==> src/design/pcmb_pkg.sv <==
// pcmb_pkg: shared widths, codes, types and colour helpers for the palette colour-math blender
// no dependencies; imported by pcmb_operand, pcmb_mixer and the top level
`timescale 1ns / 1ps

package pcmb_pkg;

   localparam int PALETTE_ENTRIES_DEF = 256;

   localparam int INDEX_W     = 8;
   localparam int COLOR_W     = 15;
   localparam int COMP_W      = 5;
   localparam int CHAN_W      = 8;
   localparam int INTENSITY_W = 4;
   localparam int PROD_W      = CHAN_W + INTENSITY_W;
   localparam int NUM_CHAN    = 3;

   // floor(x / 15) for x below 4096 as (x * 2185) >> 15
   localparam int DIV15_SHIFT = 15;
   localparam logic [PROD_W-1:0] DIV15_RECIP = PROD_W'(2185);

   localparam int REQ_TDATA_W = 48;
   localparam int RSP_TDATA_W = NUM_CHAN * CHAN_W;
   localparam int CSR_INDEX_W = 2;
   localparam int CSR_DATA_W  = COLOR_W;

   typedef enum logic {
      CMD_BLEND         = 1'b0,
      CMD_PALETTE_WRITE = 1'b1
   } cmd_type;

   typedef enum logic [CSR_INDEX_W-1:0] {
      CSR_FIXED_COLOR   = 2'd0,
      CSR_INTENSITY     = 2'd1,
      CSR_SUBTRACT_MODE = 2'd2
   } csr_index_type;

   // red in the lowest byte
   typedef struct packed {
      logic [CHAN_W-1:0] blue;
      logic [CHAN_W-1:0] green;
      logic [CHAN_W-1:0] red;
   } rgb_type;

   typedef logic [NUM_CHAN-1:0][PROD_W-1:0] fixed_prod_type;

   // per-pixel control decided in the fetch stage
   typedef struct packed {
      logic main_show;
      logic sub_show;
      logic half;
      logic use_fixed;
   } pix_ctl_type;

   function automatic logic [CHAN_W-1:0] expand5(input logic [COMP_W-1:0] c);
      return {c, c[COMP_W-1:2]};
   endfunction

   function automatic rgb_type expand_color(input logic [COLOR_W-1:0] c15);
      rgb_type rgb;
      rgb.red   = expand5(c15[4:0]);
      rgb.green = expand5(c15[9:5]);
      rgb.blue  = expand5(c15[14:10]);
      return rgb;
   endfunction

endpackage

==> src/design/pcmb_ram.sv <==
// pcmb_ram: generic single-write, dual-read memory with registered read data
// no dependencies
`timescale 1ns / 1ps

module pcmb_ram #(
   parameter int DATA_W = 15,
   parameter int DEPTH  = 256
) (
   input  logic                     clock,
   input  logic                     wr_en,
   input  logic [$clog2(DEPTH)-1:0] wr_addr,
   input  logic [DATA_W-1:0]        wr_data,
   input  logic                     rd_en,
   input  logic [$clog2(DEPTH)-1:0] rd_addr_a,
   input  logic [$clog2(DEPTH)-1:0] rd_addr_b,
   output logic [DATA_W-1:0]        rd_data_a,
   output logic [DATA_W-1:0]        rd_data_b
);

   logic [DATA_W-1:0] mem_ff [DEPTH];
   logic [DATA_W-1:0] rd_data_a_ff;
   logic [DATA_W-1:0] rd_data_b_ff;

   always_ff @(posedge clock) begin
      if (wr_en) begin
         mem_ff[wr_addr] <= wr_data;
      end
      if (rd_en) begin
         rd_data_a_ff <= mem_ff[rd_addr_a];
         rd_data_b_ff <= mem_ff[rd_addr_b];
      end
   end

   assign rd_data_a = rd_data_a_ff;
   assign rd_data_b = rd_data_b_ff;

endmodule

==> src/design/pcmb_operand.sv <==
// pcmb_operand: stage 2, expands, masks and halves main and sub colours or picks fixed colour
// depends on pcmb_pkg (colour expansion, fixed-colour divide by 15)
`timescale 1ns / 1ps

module pcmb_operand (
   input  logic                           clock,
   input  logic                           reset,
   input  logic                           load,
   input  logic                           in_valid,
   input  pcmb_pkg::pix_ctl_type          in_ctl,
   input  logic [pcmb_pkg::COLOR_W-1:0]   main_color,
   input  logic [pcmb_pkg::COLOR_W-1:0]   sub_color,
   input  pcmb_pkg::fixed_prod_type       fixed_prod,
   output logic                           out_valid,
   output pcmb_pkg::rgb_type              main_rgb,
   output pcmb_pkg::rgb_type              sub_rgb
);
   import pcmb_pkg::*;

   logic    valid_ff;
   rgb_type main_ff, main_in;
   rgb_type sub_ff, sub_in;
   rgb_type main_exp, pal_exp, fixed_rgb;
   logic [NUM_CHAN-1:0][CHAN_W-1:0] fixed_chan;
   logic [NUM_CHAN-1:0][2*PROD_W-1:0] scaled;

   // fixed colour scaled by intensity / 15, floored
   always_comb begin
      for (int k = 0; k < NUM_CHAN; k++) begin
         scaled[k]     = (2*PROD_W)'(fixed_prod[k]) * (2*PROD_W)'(DIV15_RECIP);
         fixed_chan[k] = scaled[k][DIV15_SHIFT +: CHAN_W];
      end
      fixed_rgb.red   = fixed_chan[0];
      fixed_rgb.green = fixed_chan[1];
      fixed_rgb.blue  = fixed_chan[2];
   end

   always_comb begin
      main_exp = expand_color(main_color);
      pal_exp  = expand_color(sub_color);

      if (!in_ctl.main_show) begin
         main_in = '0;
      end else if (in_ctl.half) begin
         main_in.red   = main_exp.red >> 1;
         main_in.green = main_exp.green >> 1;
         main_in.blue  = main_exp.blue >> 1;
      end else begin
         main_in = main_exp;
      end

      if (!in_ctl.sub_show) begin
         sub_in = '0;
      end else if (in_ctl.use_fixed) begin
         sub_in = fixed_rgb;
      end else if (in_ctl.half) begin
         sub_in.red   = pal_exp.red >> 1;
         sub_in.green = pal_exp.green >> 1;
         sub_in.blue  = pal_exp.blue >> 1;
      end else begin
         sub_in = pal_exp;
      end
   end

   always_ff @(posedge clock) begin
      if (reset) begin
         valid_ff <= 1'b0;
      end else if (load) begin
         valid_ff <= in_valid;
      end
   end

   always_ff @(posedge clock) begin
      if (load && in_valid) begin
         main_ff <= main_in;
         sub_ff  <= sub_in;
      end
   end

   assign out_valid = valid_ff;
   assign main_rgb  = main_ff;
   assign sub_rgb   = sub_ff;

endmodule

==> src/design/pcmb_mixer.sv <==
// pcmb_mixer: last pipeline stage, saturating add or floored subtract into the result register
// depends on pcmb_pkg (rgb type)
`timescale 1ns / 1ps

module pcmb_mixer (
   input  logic              clock,
   input  logic              reset,
   input  logic              load,
   input  logic              in_valid,
   input  logic              subtract_mode,
   input  pcmb_pkg::rgb_type main_rgb,
   input  pcmb_pkg::rgb_type sub_rgb,
   output logic              out_valid,
   output pcmb_pkg::rgb_type out_rgb
);
   import pcmb_pkg::*;

   logic    valid_ff;
   rgb_type rgb_ff, rgb_in;
   logic [NUM_CHAN-1:0][CHAN_W-1:0] m, s, r;
   logic [NUM_CHAN-1:0][CHAN_W:0]   sum;

   always_comb begin
      m = {main_rgb.blue, main_rgb.green, main_rgb.red};
      s = {sub_rgb.blue, sub_rgb.green, sub_rgb.red};
      for (int k = 0; k < NUM_CHAN; k++) begin
         sum[k] = {1'b0, m[k]} + {1'b0, s[k]};
         if (subtract_mode) begin
            r[k] = (m[k] > s[k]) ? (m[k] - s[k]) : '0;
         end else begin
            r[k] = sum[k][CHAN_W] ? '1 : sum[k][CHAN_W-1:0];
         end
      end
      rgb_in.red   = r[0];
      rgb_in.green = r[1];
      rgb_in.blue  = r[2];
   end

   always_ff @(posedge clock) begin
      if (reset) begin
         valid_ff <= 1'b0;
      end else if (load) begin
         valid_ff <= in_valid;
      end
   end

   always_ff @(posedge clock) begin
      if (load && in_valid) begin
         rgb_ff <= rgb_in;
      end
   end

   assign out_valid = valid_ff;
   assign out_rgb   = rgb_ff;

endmodule

==> src/design/palette_color_math_blend_core.sv <==
// palette_color_math_blend_core: top level of the palette colour-math blender
// depends on pcmb_pkg, pcmb_ram, pcmb_operand and pcmb_mixer
`timescale 1ns / 1ps

// usage
//   req channel: one beat per item; tuser selects a pixel blend or a palette write
//   rsp channel: one beat per blended pixel, 8-bit red, green and blue
//   csr channel: register writes, always ready; write only while the block is idle
// pipeline
//   stage 1 reads both palette colours from the ram and forms the fixed-colour product
//   stage 2 expands to 8 bits per channel, masks, halves and divides the fixed colour by 15
//   stage 3 does the saturating add or floored subtract into the result register
//   a blend beat passes through the stage 1 registers and palette read data, the stage 2
//   operand registers and the result register before its rsp beat is offered
//   one beat per cycle sustained while rsp_tready stays high; a palette write lands at
//   its accept edge, so a blend in the very next beat already sees the new colour
// reset
//   clears the pipeline valids and the registers (intensity 15, the others 0);
//   palette contents stay undefined until written, no clearing pass
// stalls
//   rsp_tready low holds the result; the stages behind it fill any bubbles and
//   req_tready drops only once all three stages hold a pixel

module palette_color_math_blend_core #(
   parameter int PALETTE_ENTRIES = pcmb_pkg::PALETTE_ENTRIES_DEF
) (
   input  logic                              clock,
   input  logic                              reset,
   // req
   input  logic                              req_tvalid,
   output logic                              req_tready,
   // main_index[7:0], sub_index[15:8], main_enable[16], sub_enable[17], half_enable[18],
   // palette_address[26:19], palette_data[41:27], zero pad [47:42]
   input  logic [pcmb_pkg::REQ_TDATA_W-1:0]  req_tdata,
   // cmd[0]
   input  logic                              req_tuser,
   // rsp
   output logic                              rsp_tvalid,
   input  logic                              rsp_tready,
   // red[7:0], green[15:8], blue[23:16]
   output logic [pcmb_pkg::RSP_TDATA_W-1:0]  rsp_tdata,
   // csr
   input  logic                              csr_valid,
   output logic                              csr_ready,
   input  logic [pcmb_pkg::CSR_INDEX_W-1:0]  csr_index,
   input  logic [pcmb_pkg::CSR_DATA_W-1:0]   csr_data
);
   import pcmb_pkg::*;

   localparam int ADDR_W = $clog2(PALETTE_ENTRIES);
   localparam logic [INDEX_W:0] ENTRIES_LIM = (INDEX_W + 1)'(PALETTE_ENTRIES);

   // request field positions
   localparam int MAIN_IDX_LSB  = 0;
   localparam int SUB_IDX_LSB   = MAIN_IDX_LSB + INDEX_W;
   localparam int MAIN_EN_BIT   = SUB_IDX_LSB + INDEX_W;
   localparam int SUB_EN_BIT    = MAIN_EN_BIT + 1;
   localparam int HALF_EN_BIT   = SUB_EN_BIT + 1;
   localparam int PAL_ADDR_LSB  = HALF_EN_BIT + 1;
   localparam int PAL_DATA_LSB  = PAL_ADDR_LSB + INDEX_W;

   // request fields
   logic [INDEX_W-1:0] main_index, sub_index, palette_address;
   logic [COLOR_W-1:0] palette_data;
   logic               main_enable, sub_enable, half_enable;
   logic               req_beat, is_blend, is_write;
   logic               main_in_range, sub_in_range, addr_in_range;

   // config registers
   logic [COLOR_W-1:0]     fixed_color_ff;
   logic [INTENSITY_W-1:0] intensity_ff;
   logic                   subtract_mode_ff;

   // pipeline control
   logic adv1, adv2, adv3;
   logic s2_valid;

   // stage 1
   logic           s1_valid_ff, s1_valid_in;
   pix_ctl_type    s1_ctl_ff, s1_ctl_in;
   fixed_prod_type fixed_prod_ff, fixed_prod_in;
   rgb_type        fixed_exp;
   logic [COLOR_W-1:0] main_color, sub_color;

   // stage 2 to 3
   rgb_type s2_main, s2_sub, rsp_rgb;

   // ---------------------------------------------------------------- request decode
   assign main_index      = req_tdata[MAIN_IDX_LSB +: INDEX_W];
   assign sub_index       = req_tdata[SUB_IDX_LSB +: INDEX_W];
   assign main_enable     = req_tdata[MAIN_EN_BIT];
   assign sub_enable      = req_tdata[SUB_EN_BIT];
   assign half_enable     = req_tdata[HALF_EN_BIT];
   assign palette_address = req_tdata[PAL_ADDR_LSB +: INDEX_W];
   assign palette_data    = req_tdata[PAL_DATA_LSB +: COLOR_W];

   assign req_beat = req_tvalid && req_tready;
   assign is_blend = (req_tuser == CMD_BLEND);
   assign is_write = (req_tuser == CMD_PALETTE_WRITE);

   // an index past the palette reads as colour 0, a write there is dropped
   assign main_in_range = ({1'b0, main_index} < ENTRIES_LIM);
   assign sub_in_range  = ({1'b0, sub_index} < ENTRIES_LIM);
   assign addr_in_range = ({1'b0, palette_address} < ENTRIES_LIM);

   // ---------------------------------------------------------------- config port
   assign csr_ready = 1'b1;

   always_ff @(posedge clock) begin
      if (reset) begin
         fixed_color_ff   <= '0;
         intensity_ff     <= '1;
         subtract_mode_ff <= 1'b0;
      end else if (csr_valid && csr_ready) begin
         case (csr_index)
            CSR_FIXED_COLOR:   fixed_color_ff   <= csr_data[COLOR_W-1:0];
            CSR_INTENSITY:     intensity_ff     <= csr_data[INTENSITY_W-1:0];
            CSR_SUBTRACT_MODE: subtract_mode_ff <= csr_data[0];
            default: begin
               // unused index, write dropped
            end
         endcase
      end
   end

   // ---------------------------------------------------------------- flow control
   // a stage loads when it is empty or the stage after it moves on
   assign adv3       = !rsp_tvalid || rsp_tready;
   assign adv2       = !s2_valid || adv3;
   assign adv1       = !s1_valid_ff || adv2;
   assign req_tready = adv1;

   // ---------------------------------------------------------------- stage 1
   pcmb_ram #(
      .DATA_W (COLOR_W),
      .DEPTH  (PALETTE_ENTRIES)
   ) u_palette (
      .clock     (clock),
      .wr_en     (req_beat && is_write && addr_in_range),
      .wr_addr   (palette_address[ADDR_W-1:0]),
      .wr_data   (palette_data),
      .rd_en     (req_beat && is_blend),
      .rd_addr_a (main_index[ADDR_W-1:0]),
      .rd_addr_b (sub_index[ADDR_W-1:0]),
      .rd_data_a (main_color),
      .rd_data_b (sub_color)
   );

   always_comb begin
      s1_valid_in         = req_tvalid && is_blend;
      // transparent sub pixel takes the fixed colour unless halving
      s1_ctl_in.use_fixed = (sub_index == '0) && !half_enable;
      s1_ctl_in.main_show = main_enable && main_in_range;
      s1_ctl_in.sub_show  = sub_enable && (s1_ctl_in.use_fixed || sub_in_range);
      s1_ctl_in.half      = half_enable;

      fixed_exp        = expand_color(fixed_color_ff);
      fixed_prod_in[0] = PROD_W'(fixed_exp.red) * PROD_W'(intensity_ff);
      fixed_prod_in[1] = PROD_W'(fixed_exp.green) * PROD_W'(intensity_ff);
      fixed_prod_in[2] = PROD_W'(fixed_exp.blue) * PROD_W'(intensity_ff);
   end

   always_ff @(posedge clock) begin
      if (reset) begin
         s1_valid_ff <= 1'b0;
      end else if (adv1) begin
         s1_valid_ff <= s1_valid_in;
      end
   end

   always_ff @(posedge clock) begin
      if (adv1 && s1_valid_in) begin
         s1_ctl_ff     <= s1_ctl_in;
         fixed_prod_ff <= fixed_prod_in;
      end
   end

   // ---------------------------------------------------------------- stage 2
   pcmb_operand u_operand (
      .clock      (clock),
      .reset      (reset),
      .load       (adv2),
      .in_valid   (s1_valid_ff),
      .in_ctl     (s1_ctl_ff),
      .main_color (main_color),
      .sub_color  (sub_color),
      .fixed_prod (fixed_prod_ff),
      .out_valid  (s2_valid),
      .main_rgb   (s2_main),
      .sub_rgb    (s2_sub)
   );

   // ---------------------------------------------------------------- stage 3
   pcmb_mixer u_mixer (
      .clock         (clock),
      .reset         (reset),
      .load          (adv3),
      .in_valid      (s2_valid),
      .subtract_mode (subtract_mode_ff),
      .main_rgb      (s2_main),
      .sub_rgb       (s2_sub),
      .out_valid     (rsp_tvalid),
      .out_rgb       (rsp_rgb)
   );

   assign rsp_tdata = rsp_rgb;

   // ---------------------------------------------------------------- checks
   // a palette write never enters the pixel pipeline
   a_write_no_pixel: assert property (@(posedge clock) disable iff (reset)
      (req_tvalid && req_tready && is_write) |=> !s1_valid_ff)
      else $error("palette write entered the pixel pipeline");

   // an accepted blend beat always occupies stage 1 next cycle
   a_blend_enters: assert property (@(posedge clock) disable iff (reset)
      (req_tvalid && req_tready && is_blend) |=> s1_valid_ff)
      else $error("accepted blend beat lost at stage 1");

   // with every stage full and the receiver stalled, no new beat is taken
   a_full_backpressure: assert property (@(posedge clock) disable iff (reset)
      (s1_valid_ff && s2_valid && rsp_tvalid && !rsp_tready) |-> !req_tready)
      else $error("beat accepted while the pipeline is full and stalled");

endmodule
==> config.mk <==
export PLATFORM = sky130hd
export DESIGN_NAME = palette_color_math_blend_core
export DESIGN_NICKNAME = d
export VERILOG_FILES = /design/src/design/pcmb_pkg.sv /design/src/design/pcmb_ram.sv /design/src/design/pcmb_operand.sv /design/src/design/pcmb_mixer.sv /design/src/design/palette_color_math_blend_core.sv
export SDC_FILE = /design/constraint.sdc
export NUM_CORES = 2
export LEC_CHECK = 0
export BUFFER_PORTS_ARGS = -buffer_cell sky130_fd_sc_hd__clkbuf_2
export CAP_MARGIN = 40
export CORE_MARGIN = 3
export CORE_UTILIZATION = 60
export CTS_BUF_LIST = sky130_fd_sc_hd__clkbuf_8
export CTS_CLUSTER_DIAMETER = 150
export DETAILED_ROUTE_END_ITERATION = 8
export PLACE_DENSITY = 0.86
export SETUP_SLACK_MARGIN = 0.1
export SYNTH_ARGS = -nofsm -noshare
export SYNTH_HDL_FRONTEND = slang
export SYNTH_SLANG_ARGS = --single-unit
==> constraint.sdc <==
create_clock -name clock -period 4 [get_ports clock]
set_input_delay 0 -clock clock [delete_from_list [all_inputs] [get_ports clock]]
set_output_delay 0 -clock clock [all_outputs]
set_load 0.01 [all_outputs]
==> metrics <==
minimum clock period 3.99 ns; Synth Flop Type edfxtp_1; register area share after synthesis 0.627; reg2reg end u_operand.sub_rgb[23]; worst vdd ir 0.412 mV; RSZ-0062 raised after global routing true; initial antenna violation count 50; drt drc 0; headroom to the max-slew limit 0.197; Syn Std Cell Area 191,000 sq um; port buffer count 90; Synth area leaders edfxtp_1 (62%), mux4_2 (28%), ha_1 (1.8%); commonest non-fill, non-tap cells in the layout edfxtp_1 (3,976), mux4_2 (2,358), buf_4 (688); post-route cell area 215,000 sq um; wire length per cell 40.5 um; startpoint types flip-flop; largest net degree at the start of global routing 161; final hold viol count 3; fmax 0.250 GHz; Post-synth EDFFs 3,976; first-pass iteration count of the detailed router 8; clock-pin slew on the worst setup and hold paths 0.06 ns; H-tree levels 6; FFs w/ async S/R, synth 0; Setup TNS 0 ns; Crit Path Max Fanout 3; ANT nets after route 0; post-synth cell types 69; commonest non-fill, non-tap cell in the layout edfxtp_1; crit-path cells ha_4 -> inv_1 -> fa_1 -> inv_1 -> ha_4 -> ha_4 -> ha_4 -> a21oi_1 -> o21a_1 -> o211ai_1 -> a2111o_1 -> a2111o_1 -> a31oi_1 -> xnor2_1 -> o21ai_1; crit end category flip-flop; Crit path arrival time 4.90 ns; largest delay contributor family on the critical path compound AO/OA/AOI/OAI gates; Slew Viols, Final 0; area leader, netlist edfxtp_1; Post-Syn Instances 9,089; fillers 18,200; Num Clock Sinks 3,999; setup violators final 0; Leak 0.0707 uW; overall routing resource usage 0.370; layout cells sized above 1 0.401; vias in the first global route 116,000; top cell type's share of synthesized area 0.625; First DRT Iteration DRCs 21,000; worst skew pair latency 1.26 ns; Clock Path Buffers 4; Crit path buffers/inverters 2; period utilization 0.998; Hold WC Path Type input port to flip-flop; worst slew pin tran 1.20 ns; core area 316,000 sq um; DIE WIDTH 570 um; die height 570 um; Hold EP u_palette.mem_ff[38][7]; FP Rows 206; Placer Congestion 1.09; Die Area 325,000 sq um; R2R depth 15; Post-DP HPWL 388 mm; HP Start req_tdata[34]; CTS Root Buffer Type clkbuf_8; Mean Syn Cell Area 21.0 sq um; Setup CP Type flip-flop to flip-flop; Slowest-stage cell, CP fa_1; max-cap violations 0; status finished with violations; nets@finish 10,500; Worst Hold Depth 2; yosys warns 0; WP data required 4.91 ns; Overflow after GRT 0; register-to-register setup slack 0.006 ns; cts bufs inserted 626; Initial Util 0.605; R2R Path Start fixed_prod_ff[29]; Final Hold Slack -0.0160 ns; PD cells 411 nW/um^2; first-pass GRT wire length 845 mm; most used cell, CP ha_4; Area Overhead vs Synth 12.7%; syn nets 9,496; register bit total from synthesis 3,999; area post-placement 202,000 sq um; Slowest Stage Delay on Critical Path 0.48 ns; final wirelength 598 mm; violated checks negative hold slack; DR vias 114,000; I/O Pins 98; CTS tree yes; drt via density 7.74; skew final 0.0877 ns
## cell usage after synthesis (6+ instances only)
master / number
edfxtp_1: 3976
mux4_2: 2358
clkbuf_1: 330
nor2_1: 329
ha_1: 276
mux2i_1: 230
buf_2: 196
inv_1: 186
nand2_1: 175
o22ai_1: 111
a21oi_1: 93
buf_1: 77
nor2b_1: 65
fa_1: 60
buf_4: 58
o21ai_0: 52
xnor2_1: 48
and2_1: 41
a22oi_1: 33
nor3_1: 26
a211oi_1: 24
nand3_1: 24
dfxtp_1: 23
a21o_1: 22
xor2_1: 22
o21bai_1: 20
o221ai_1: 18
a2111oi_0: 14
buf_6: 13
a222oi_1: 12
a311oi_1: 12
nand2b_1: 12
nand4_1: 12
or3_1: 12
a31oi_1: 10
a211o_1: 9
mux2_2: 9
o311ai_0: 9
nor4_1: 8
o22a_1: 8
and3_1: 7
a31o_2: 6
o21a_1: 6
o31a_1: 6
## how the worst max path moves through the flow
stage | cells after the start | start | slack (ns) | endpoint
6_report | 15 | fixed_prod_ff[29] | 0.006 | u_operand.sub_rgb[23]
5_1_grt | 14 | fixed_prod_ff[30] | -0.18 | u_operand.sub_rgb[23]
4_1_cts | 13 | fixed_prod_ff[29] | -0.01 | u_operand.sub_rgb[23]
3_5_place_dp | 15 | fixed_prod_ff[13] | -0.28 | u_operand.sub_rgb[14]
3_3_place_gp | 15 | fixed_prod_ff[13] | -0.42 | u_operand.sub_rgb[14]
2_1_floorplan | 15 | fixed_prod_ff[29] | 0.10 | u_operand.sub_rgb[21]
## where the power goes
| group | internal, uW | switching [uW] |
|---|---|---|
| logic | 3980 | 5550 |
| registers | 46200 | 127 |
| clock network | 15900 | 16700 |
## repair_timing
action / 4_1_cts / 5_1_grt
endpoints found under the setup margin: 10 / 334
setup buffers: 3 / 12
pin swaps: 14 / 19
resized for setup: 18 / 34
hold buffers: 135 / 1
endpoints found under the hold margin: 5670 / 46
## routing by layer
layer	wire, um	track usage	vias to the layer above
met1	176000	0.453	57900
li1	-	-	41700
met3	93400	0.130	2616
met4	54400	0.262	38
met5	597	0.0101	-
met2	274000	0.555	12000
## kinds of logic (layout without fill, tap and decap cells)
group / count (synthesis) / after routing / synth area share
buf+inv: 861 / 2341 / 0.0198
other cells: 1 / 31 / 0.0000196
fa+ha+maj: 336 / 336 / 0.0244
flops: 3999 / 3999 / 0.627
compound gates: 496 / 496 / 0.0177
simple gates: 729 / 729 / 0.0171
xor+xnor: 70 / 70 / 0.00321
mux: 2597 / 2597 / 0.291
## flip-flops by register name, summed over array words and instances, names as in the netlist, 15 cells and up
register and count:
u_operand.sub_rgb 24, fixed_color_ff 15, u_palette.rd_data_a 15, u_mixer.out_rgb 24
fixed_prod_ff 36, u_operand.main_rgb 18, u_palette.mem_ff 3840, u_palette.rd_data_b 15
## per-stage QoR
step | utilization | hold WS [ns] | std cells | setup slack, ns | total power (uW)
6_report | 0.681 | -0.0160 | 14800 | 0.00618 | 88600
5_1_grt | 0.681 | 0.0263 | 14700 | -0.177 | 90800
4_1_cts | 0.680 | 0.00359 | 14700 | -0.0124 | 88200
3_5_place_dp | 0.639 | 0.182 | 13500 | -0.275 | 56200
3_3_place_gp | 0.638 | 0.184 | 13500 | -0.419 | 55900
2_1_floorplan | - | 0.0944 | 9089 | 0.102 | 52400
## final cells by class
class | count | area, sq um | share of cell area
Clock buffer | 636 | 8750 | 0.0407
Inverter | 187 | 702 | 0.00326
Tap cell | 4160 | 5200 | 0.0242
Clock inverter | 479 | 2690 | 0.0125
Antenna cell | 30 | 75.1 | 0.000349
Sequential cell | 3999 | 120000 | 0.557
Timing Repair Buffer | 1039 | 9850 | 0.0458
Multi-Input combinational cell | 4229 | 68100 | 0.316
No activity file was read; power rests on OpenSTA's default activity.
